--- config.mk ---
export PLATFORM = sky130hd
export DESIGN_NAME = flagged_varint_decoder
export DESIGN_NICKNAME = d
export VERILOG_FILES = /design/src/hw/rtl/fvd_pkg.sv /design/src/hw/rtl/flagged_varint_decoder.sv /design/src/hw/rtl/fvd_decode.sv /design/src/hw/rtl/fvd_out_reg.sv
export SDC_FILE = /design/constraint.sdc
export NUM_CORES = 1
export LEC_CHECK = 0
export BUFFER_PORTS_ARGS = -buffer_cell sky130_fd_sc_hd__buf_2
export CAP_MARGIN = 15
export CORE_UTILIZATION = 35
export CTS_CLUSTER_SIZE = 20
export DETAILED_ROUTE_END_ITERATION = 10
export GPL_TIMING_DRIVEN = 0
export SETUP_SLACK_MARGIN = 0.2
export SYNTH_ARGS = -nofsm -noshare
export SYNTH_HDL_FRONTEND = slang
export SYNTH_HIERARCHICAL = 1
export SYNTH_SLANG_ARGS = --single-unit
--- constraint.sdc ---
create_clock -name clk -period 4.9 [get_ports clk]
set_input_delay 0.245 -clock clk [delete_from_list [all_inputs] [get_ports clk]]
set_output_delay 0.245 -clock clk [all_outputs]
set_load 0.005 [all_outputs]
--- src/hw/rtl/fvd_pkg.sv ---
`timescale 1ns / 1ps
// ----------------------------------------------------------------------------
// fvd_pkg
// Shared constants and types for the flagged varint decoder.
// ----------------------------------------------------------------------------
package fvd_pkg;

    localparam int unsigned MAX_BYTES = 5;

    localparam int unsigned VALUE_W  = 32;
    localparam int unsigned LEN_W    = 3;
    localparam int unsigned SHIFT_W  = 6;

    // byte layout
    localparam logic [7:0] FIRST_VALUE_MASK = 8'h3F;
    localparam logic [7:0] FLAG_MASK        = 8'h40;
    localparam logic [7:0] NEXT_VALUE_MASK  = 8'h7F;
    localparam logic [7:0] CONT_MASK        = 8'h80;

    localparam logic [SHIFT_W-1:0] FIRST_BITS = SHIFT_W'(6);
    localparam logic [SHIFT_W-1:0] NEXT_BITS  = SHIFT_W'(7);

    typedef enum logic [1:0] {
        ST_OK        = 2'd0,
        ST_TRUNCATED = 2'd1,
        ST_TOO_LONG  = 2'd2
    } status_t;

    typedef struct packed {
        logic [VALUE_W-1:0] decoded_value;
        logic               flag_bit;
        logic [LEN_W-1:0]   byte_length;
        status_t            status;
    } result_t;

endpackage

--- src/hw/rtl/flagged_varint_decoder.sv ---
`timescale 1ns / 1ps
// ----------------------------------------------------------------------------
// flagged_varint_decoder
// Decodes a byte stream of flagged varints into 32-bit values.
// ----------------------------------------------------------------------------
//  channel  handshake             payload
//  in       in_valid / in_ready   data_byte, buffer_end
//  out      out_valid / out_ready decoded_value, flag_bit, byte_length, status
//
//  one byte per cycle while no finished result is stalled; the per-byte shift-or update sets the rate
//  a result shows once the byte that ends its number has passed the input register and the result register
//  input register and result register let the input run while a result waits
//  out_ready low stalls the input only when a byte that makes a result is held
//  rst_n clears the number in progress and both valid flags
module flagged_varint_decoder (
    input  logic                         clk,
    input  logic                         rst_n,
    input  logic                         in_valid,
    output logic                         in_ready,
    input  logic [7:0]                   data_byte,
    input  logic                         buffer_end,
    output logic                         out_valid,
    input  logic                         out_ready,
    output logic [fvd_pkg::VALUE_W-1:0]  decoded_value,
    output logic                         flag_bit,
    output logic [fvd_pkg::LEN_W-1:0]    byte_length,
    output logic [1:0]                   status
);
    import fvd_pkg::*;

    logic       s1_valid_reg;
    logic       s1_valid_next;
    logic [7:0] s1_byte_reg;
    logic       s1_end_reg;

    logic       emit;
    logic       free;
    logic       step;
    result_t    dec_result;
    result_t    out_result;

    fvd_decode u_decode (
        .clk        (clk),
        .rst_n      (rst_n),
        .step       (step),
        .data_byte  (s1_byte_reg),
        .buffer_end (s1_end_reg),
        .emit       (emit),
        .result     (dec_result)
    );

    fvd_out_reg u_out (
        .clk        (clk),
        .rst_n      (rst_n),
        .load       (step && emit),
        .result     (dec_result),
        .free       (free),
        .out_valid  (out_valid),
        .out_ready  (out_ready),
        .out_result (out_result)
    );

    always_comb
    begin
        // held byte moves on unless its result has nowhere to go
        step          = s1_valid_reg && (!emit || free);
        in_ready      = !s1_valid_reg || step;
        s1_valid_next = (in_valid && in_ready) || (s1_valid_reg && !step);
    end

    always_ff @(posedge clk or negedge rst_n)
    begin
        if (!rst_n)
        begin
            s1_valid_reg <= 1'b0;
        end
        else
        begin
            s1_valid_reg <= s1_valid_next;
        end
    end

    always_ff @(posedge clk)
    begin
        if (in_valid && in_ready)
        begin
            s1_byte_reg <= data_byte;
            s1_end_reg  <= buffer_end;
        end
    end

    assign decoded_value = out_result.decoded_value;
    assign flag_bit      = out_result.flag_bit;
    assign byte_length   = out_result.byte_length;
    assign status        = 2'(out_result.status);

`ifndef SYNTHESIS
    a_stall_holds: assert property (@(posedge clk) disable iff (!rst_n)
        s1_valid_reg && !step |=> s1_valid_reg && $stable(s1_byte_reg) && $stable(s1_end_reg))
        else $error("held request lost while stalled");

    a_ready_when_empty: assert property (@(posedge clk) disable iff (!rst_n)
        !s1_valid_reg |-> in_ready)
        else $error("input not ready with empty input register");

    a_quiet_no_step: assert property (@(posedge clk) disable iff (!rst_n)
        !s1_valid_reg |-> !step)
        else $error("decode step without a held request");
`endif

endmodule

--- src/hw/rtl/fvd_decode.sv ---
`timescale 1ns / 1ps
// ----------------------------------------------------------------------------
// fvd_decode
// Per-byte decode step: holds the number in progress and forms the result.
// ----------------------------------------------------------------------------
module fvd_decode (
    input  logic             clk,
    input  logic             rst_n,
    input  logic             step,
    input  logic [7:0]       data_byte,
    input  logic             buffer_end,
    output logic             emit,
    output fvd_pkg::result_t result
);
    import fvd_pkg::*;

    logic [VALUE_W-1:0] partial_value_reg;
    logic [VALUE_W-1:0] partial_value_next;
    logic [LEN_W-1:0]   bytes_seen_reg;
    logic [LEN_W-1:0]   bytes_seen_next;
    logic               held_flag_reg;
    logic               held_flag_next;

    logic               more;
    logic [LEN_W-1:0]   count;
    logic [SHIFT_W-1:0] shift_amt;
    logic [VALUE_W-1:0] add_term;
    logic [VALUE_W-1:0] sum_value;
    logic               sum_flag;
    logic               too_long;

    always_comb
    begin
        more      = (data_byte & CONT_MASK) != 8'h00;
        shift_amt = FIRST_BITS + NEXT_BITS * (SHIFT_W'(bytes_seen_reg) - SHIFT_W'(1));
        // later bytes land above all bits already set, so or equals add
        add_term  = VALUE_W'(data_byte & NEXT_VALUE_MASK) << shift_amt;
        if (bytes_seen_reg == '0)
        begin
            sum_value = VALUE_W'(data_byte & FIRST_VALUE_MASK);
            sum_flag  = (data_byte & FLAG_MASK) != 8'h00;
        end
        else
        begin
            sum_value = partial_value_reg | add_term;
            sum_flag  = held_flag_reg;
        end
        count    = bytes_seen_reg + LEN_W'(1);
        too_long = count >= LEN_W'(MAX_BYTES);
        emit     = !more || too_long || buffer_end;

        result.decoded_value = sum_value;
        result.flag_bit      = sum_flag;
        priority if (!more)
        begin
            result.byte_length = count;
            result.status      = ST_OK;
        end
        else if (too_long)
        begin
            result.byte_length = '0;
            result.status      = ST_TOO_LONG;
        end
        else
        begin
            result.byte_length = '0;
            result.status      = ST_TRUNCATED;
        end
    end

    always_comb
    begin
        partial_value_next = partial_value_reg;
        bytes_seen_next    = bytes_seen_reg;
        held_flag_next     = held_flag_reg;
        if (step)
        begin
            if (emit)
            begin
                partial_value_next = '0;
                bytes_seen_next    = '0;
                held_flag_next     = 1'b0;
            end
            else
            begin
                partial_value_next = sum_value;
                bytes_seen_next    = count;
                held_flag_next     = sum_flag;
            end
        end
    end

    always_ff @(posedge clk or negedge rst_n)
    begin
        if (!rst_n)
        begin
            partial_value_reg <= '0;
            bytes_seen_reg    <= '0;
            held_flag_reg     <= 1'b0;
        end
        else
        begin
            partial_value_reg <= partial_value_next;
            bytes_seen_reg    <= bytes_seen_next;
            held_flag_reg     <= held_flag_next;
        end
    end

`ifndef SYNTHESIS
    a_seen_bound: assert property (@(posedge clk) disable iff (!rst_n)
        bytes_seen_reg < LEN_W'(MAX_BYTES))
        else $error("bytes_seen out of range");

    a_clear_after_emit: assert property (@(posedge clk) disable iff (!rst_n)
        step && emit |=> bytes_seen_reg == '0 && partial_value_reg == '0)
        else $error("state not cleared after result");

    a_count_up: assert property (@(posedge clk) disable iff (!rst_n)
        step && !emit |=> bytes_seen_reg == $past(bytes_seen_reg) + LEN_W'(1))
        else $error("byte count did not advance");

    a_err_len: assert property (@(posedge clk) disable iff (!rst_n)
        emit && result.status != ST_OK |-> result.byte_length == '0)
        else $error("error result with nonzero length");
`endif

endmodule

--- src/hw/rtl/fvd_out_reg.sv ---
`timescale 1ns / 1ps
// ----------------------------------------------------------------------------
// fvd_out_reg
// Result register on the output channel.
// ----------------------------------------------------------------------------
module fvd_out_reg (
    input  logic             clk,
    input  logic             rst_n,
    input  logic             load,
    input  fvd_pkg::result_t result,
    output logic             free,
    output logic             out_valid,
    input  logic             out_ready,
    output fvd_pkg::result_t out_result
);
    import fvd_pkg::*;

    logic    valid_reg;
    logic    valid_next;
    result_t result_reg;
    result_t result_next;

    always_comb
    begin
        free        = !valid_reg || out_ready;
        valid_next  = load || (valid_reg && !out_ready);
        result_next = load ? result : result_reg;
    end

    always_ff @(posedge clk or negedge rst_n)
    begin
        if (!rst_n)
        begin
            valid_reg <= 1'b0;
        end
        else
        begin
            valid_reg <= valid_next;
        end
    end

    always_ff @(posedge clk)
    begin
        result_reg <= result_next;
    end

    assign out_valid  = valid_reg;
    assign out_result = result_reg;

`ifndef SYNTHESIS
    a_no_overwrite: assert property (@(posedge clk) disable iff (!rst_n)
        load |-> free)
        else $error("result register overwritten before delivery");

    a_hold_stall: assert property (@(posedge clk) disable iff (!rst_n)
        valid_reg && !out_ready && !load |=> valid_reg && $stable(result_reg))
        else $error("stalled result changed");

    a_load_shows: assert property (@(posedge clk) disable iff (!rst_n)
        load |=> valid_reg && result_reg == $past(result))
        else $error("loaded result not presented");
`endif

endmodule
==> results.txt <==
----------------------------------------------------
[STA]
  Setup repair after global routing missed its margin ... true
  Max-slew violation count ... 0
  Share of the clock period used by the worst path after layout ... 89.3%
  Worst max-slew margin expressed relative to the limit ... 40.3%
  Final setup TNS ... 0 ns
  Endpoints failing setup ... 0
  Clock Skew ... 0.00384 ns
  Worst Hold Margin ... 0.0260 ns
  Maximum clock frequency ... 229 MHz
  Post-layout min period ... 4.38 ns
  Transition time at the pin with the least slew margin ... 0.896 ns
  Final number of hold-violating endpoints ... 0

[Setup path]
  Critical path type ... reg2reg
  Crit. End Element ... flip-flop
  Cell count of the worst reg-to-reg path ... 16
  Required time at the worst-slack endpoint ... 4.97 ns
  Kind of launch point of the worst setup path ... flip-flop
  Arrival time at the worst endpoint ... 4.45 ns
  Worst path max stage delay ... 0.49 ns
  Ordered cell list for the critical path ... buf_2 > inv_1 > ha_1 > buf_2 > buf_4 > xnor2_1 > xnor2_1 > ha_1 > inv_1 > fa_1 > xor2_2 > a211o_1 > nand2_1 > clkbuf_2 > nand3_1 > a21oi_1
  Worst-path cell with the longest stage delay ... sky130_fd_sc_hd__ha_1
  Critical path fanouts, max ... 10
  Worst setup slack for register-to-register paths ... 0.52 ns

[Synth]
  Synthesis Warnings ... 6
  Flip-flop cell with the highest count after synthesis ... sky130_fd_sc_hd__edfxtp_1
  Fraction of registers with async set or reset after synthesis ... 44.7%
  Part of the Yosys area used for sequential elements ... 55.1%
  Net count after synthesis ... 408
  Flip-flop and latch count after synthesis ... 85
  Proportion of netlist area held by the largest area contributor ... 32.9%
  Number of enable flip-flop cells after synthesis ... 47
  Count of distinct cell types in the synthesized netlist ... 64
  Instance count of the mapped netlist ... 385
  Mapped Area ... 4280 sq um
  Most area-consuming cells after synthesis ... sky130_fd_sc_hd__edfxtp_1, sky130_fd_sc_hd__dfrtp_1, sky130_fd_sc_hd__nor2_1, sky130_fd_sc_hd__a31oi_1, sky130_fd_sc_hd__ha_1
  Largest area contributor in the synthesized netlist ... sky130_fd_sc_hd__edfxtp_1
  Average footprint of a synthesized cell ... 11.1 sq um

[Global routing]
  Maximum number of pins on one net before global-route repair ... 40
  Total congestion overflow after global routing ... 0
  Antenna violations before repair ... 0
  Wire length of the first global-routing pass ... 16.5 mm
  Via count of the first global-routing pass ... 3168
  Total track usage ... 17.1%

[Floorplan]
  Horiz. Die Dim ... 113 um
  Die span in y ... 113 um
  Area inside the core boundary ... 12000 sq um
  Number of ports placed on the die boundary ... 53
  Overall die area ... 12700 sq um
  Initial core utilization ... 35.8%
  Row cnt ... 40

[Route]
  Drt via density ... 5.27
  Number of vias in the routed layout ... 3163
  Violation count after the first detailed-routing iteration ... 162
  Detailed Routing Iterations Pass 1 ... 4
  Routed Wire Length ... 10.2 mm
  Antenna Violating Nets Remaining ... 0
  Post-detailed-route wirelength per cell ... 17.0 um
  DRC violations left ... 0

[Layout]
  Fraction of final layout cells with drive strength greater than 1 ... 24.3%
  Most common library cell in the layout ignoring fill and taps ... sky130_fd_sc_hd__nor2_1
  Final net count ... 471
  Largest register FFs ... 38
  # diodes ... 0
  Final standard cell utilization of the core ... 42.3%
  Most frequent cells in the layout ... sky130_fd_sc_hd__nor2_1, sky130_fd_sc_hd__buf_2, sky130_fd_sc_hd__edfxtp_1
  Synth-to-layout area growth ... 18.2%

[Clock tree]
  Num CTS Buffers ... 9
  Hold buffer count at CTS ... 0
  Insertion delay of the later-clocked pin in the worst-skew pair ... 0.34 ns
  Number of levels the H-tree was split into ... 3
  TritonCTS clock tree ... built
  Clock tree root driver cell ... sky130_fd_sc_hd__clkbuf_16
  Clock slew at the register clock pins of the worst setup and hold paths ... 0.06 ns
  Clock tree buffer depth ... 2
  TritonCTS sink count ... 85
  Postcts setup bufs ... 0

[Power]
  Max rail drop VDD ... 228 uV
  Static leakage power ... 0.00206 uW
  Power density over the cells ... 643 nW/um^2
  Post-layout total power ... 3250 uW

[Run status]
  Result of the run ... finished, final reports clean

[Place]
  Global placer's final weighted congestion ... 0.876
  Buffers on Ports ... 52
  Post-DP HPWL ... 7.12 mm

[Run]
  Number of max-cap violations ... 0

[Min path]
  Hold/Removal Path Class ... in2async

----------------------------------------------------
Yosys cell counts (6+ instances only):
cell type,count
sky130_fd_sc_hd__edfxtp_1,47
sky130_fd_sc_hd__nand2_1,25
sky130_fd_sc_hd__dfrtp_1,38
sky130_fd_sc_hd__nor2_1,58
sky130_fd_sc_hd__o22ai_1,8
sky130_fd_sc_hd__nand2b_1,6
sky130_fd_sc_hd__inv_1,14
sky130_fd_sc_hd__a21oi_1,20
sky130_fd_sc_hd__clkbuf_1,13
sky130_fd_sc_hd__a31oi_1,18
sky130_fd_sc_hd__nand3_1,9
sky130_fd_sc_hd__ha_1,9
sky130_fd_sc_hd__o21ai_0,15
sky130_fd_sc_hd__nor2b_1,9
path summary, 6_finish.rpt:
kind / startpoint / endpoint
worst max register to register: u_decode/bytes_seen_reg[0]$_DFFE_PN0P_ / u_out/out_result[27]$_DFFE_PP_
worst min register to register: u_decode/partial_value_reg[8]$_DFFE_PN0P_ / u_decode/partial_value_reg[8]$_DFFE_PN0P_
max in group asynchronous: rst_n / u_decode/partial_value_reg[7]$_DFFE_PN0P_
worst min-delay path: rst_n / u_out/out_valid$_DFF_PN0_
min in group clk: buffer_end / s1_end_reg$_DFFE_PP_
worst max-delay path: u_decode/bytes_seen_reg[0]$_DFFE_PN0P_ / u_out/out_result[27]$_DFFE_PP_
area by class of cell:
type	count	area, sq um
buffer	24	134
clock buffer	12	268
clock inverter	4	52.6
fill	1169	6900
inverter	16	60.1
multi-input combinational	260	1740
sequential	85	2360
tap	147	184
timing repair buffer	52	260
report_power, final:
group | internal, uW | switching, uW | leakage (uW) | total [uW]
Clock | 442 | 284 | 0.000158 | 725
Combinational | 504 | 1050 | 0.000924 | 1550
Sequential | 918 | 61.1 | 0.000979 | 980
per-layer routing:
metal | up-vias | global-route usage (%) | wire, um
met5 | - | 0 | 0
met4 | 0 | 8.18 | 168
met3 | 12 | 2.59 | 444
met2 | 82 | 28.4 | 4920
met1 | 1541 | 21.9 | 4640
li1 | 1528 | - | -
stage by stage:
stage	worst slack, ns	instance area, sq um	std cells
global route	0.175	5060	600
floorplan	1.19	4280	385
detailed placement	0.250	4730	584
finish	0.525	5060	600
CTS	0.175	5050	600
global placement	0.275	4730	584
repair_timing:
item	4_1_cts	5_1_grt
pin swaps	0	0
endpoints found under the setup margin	2	16
gates resized for setup	1	5
critical path: cells and delay by family (launching register included):
kind	cells	cell delay, ns
adders and majority gates	3	1.14
xor gates and xnor gates	3	0.73
DFF	1	0.47
buffers and inverters	6	1.20
AOI/OAI and AO/OA	2	0.31
and+or+nand+nor	2	0.26
cell families (layout without fill, tap and decap cells):
logic type / after synthesis / count (layout) / share of synthesized area, %
AND/OR/NAND/NOR: 135 / 135 / 16.0
multiplexers: 12 / 12 / 4.18
XOR/XNOR: 7 / 7 / 2.22
buffers and inverters: 40 / 108 / 4.47
flip-flops: 85 / 85 / 55.1
adder cells (fa/ha/maj): 10 / 10 / 3.10
AO/OA/AOI/OAI: 96 / 96 / 14.9
Note: power is estimated with default switching activity, not from simulation.
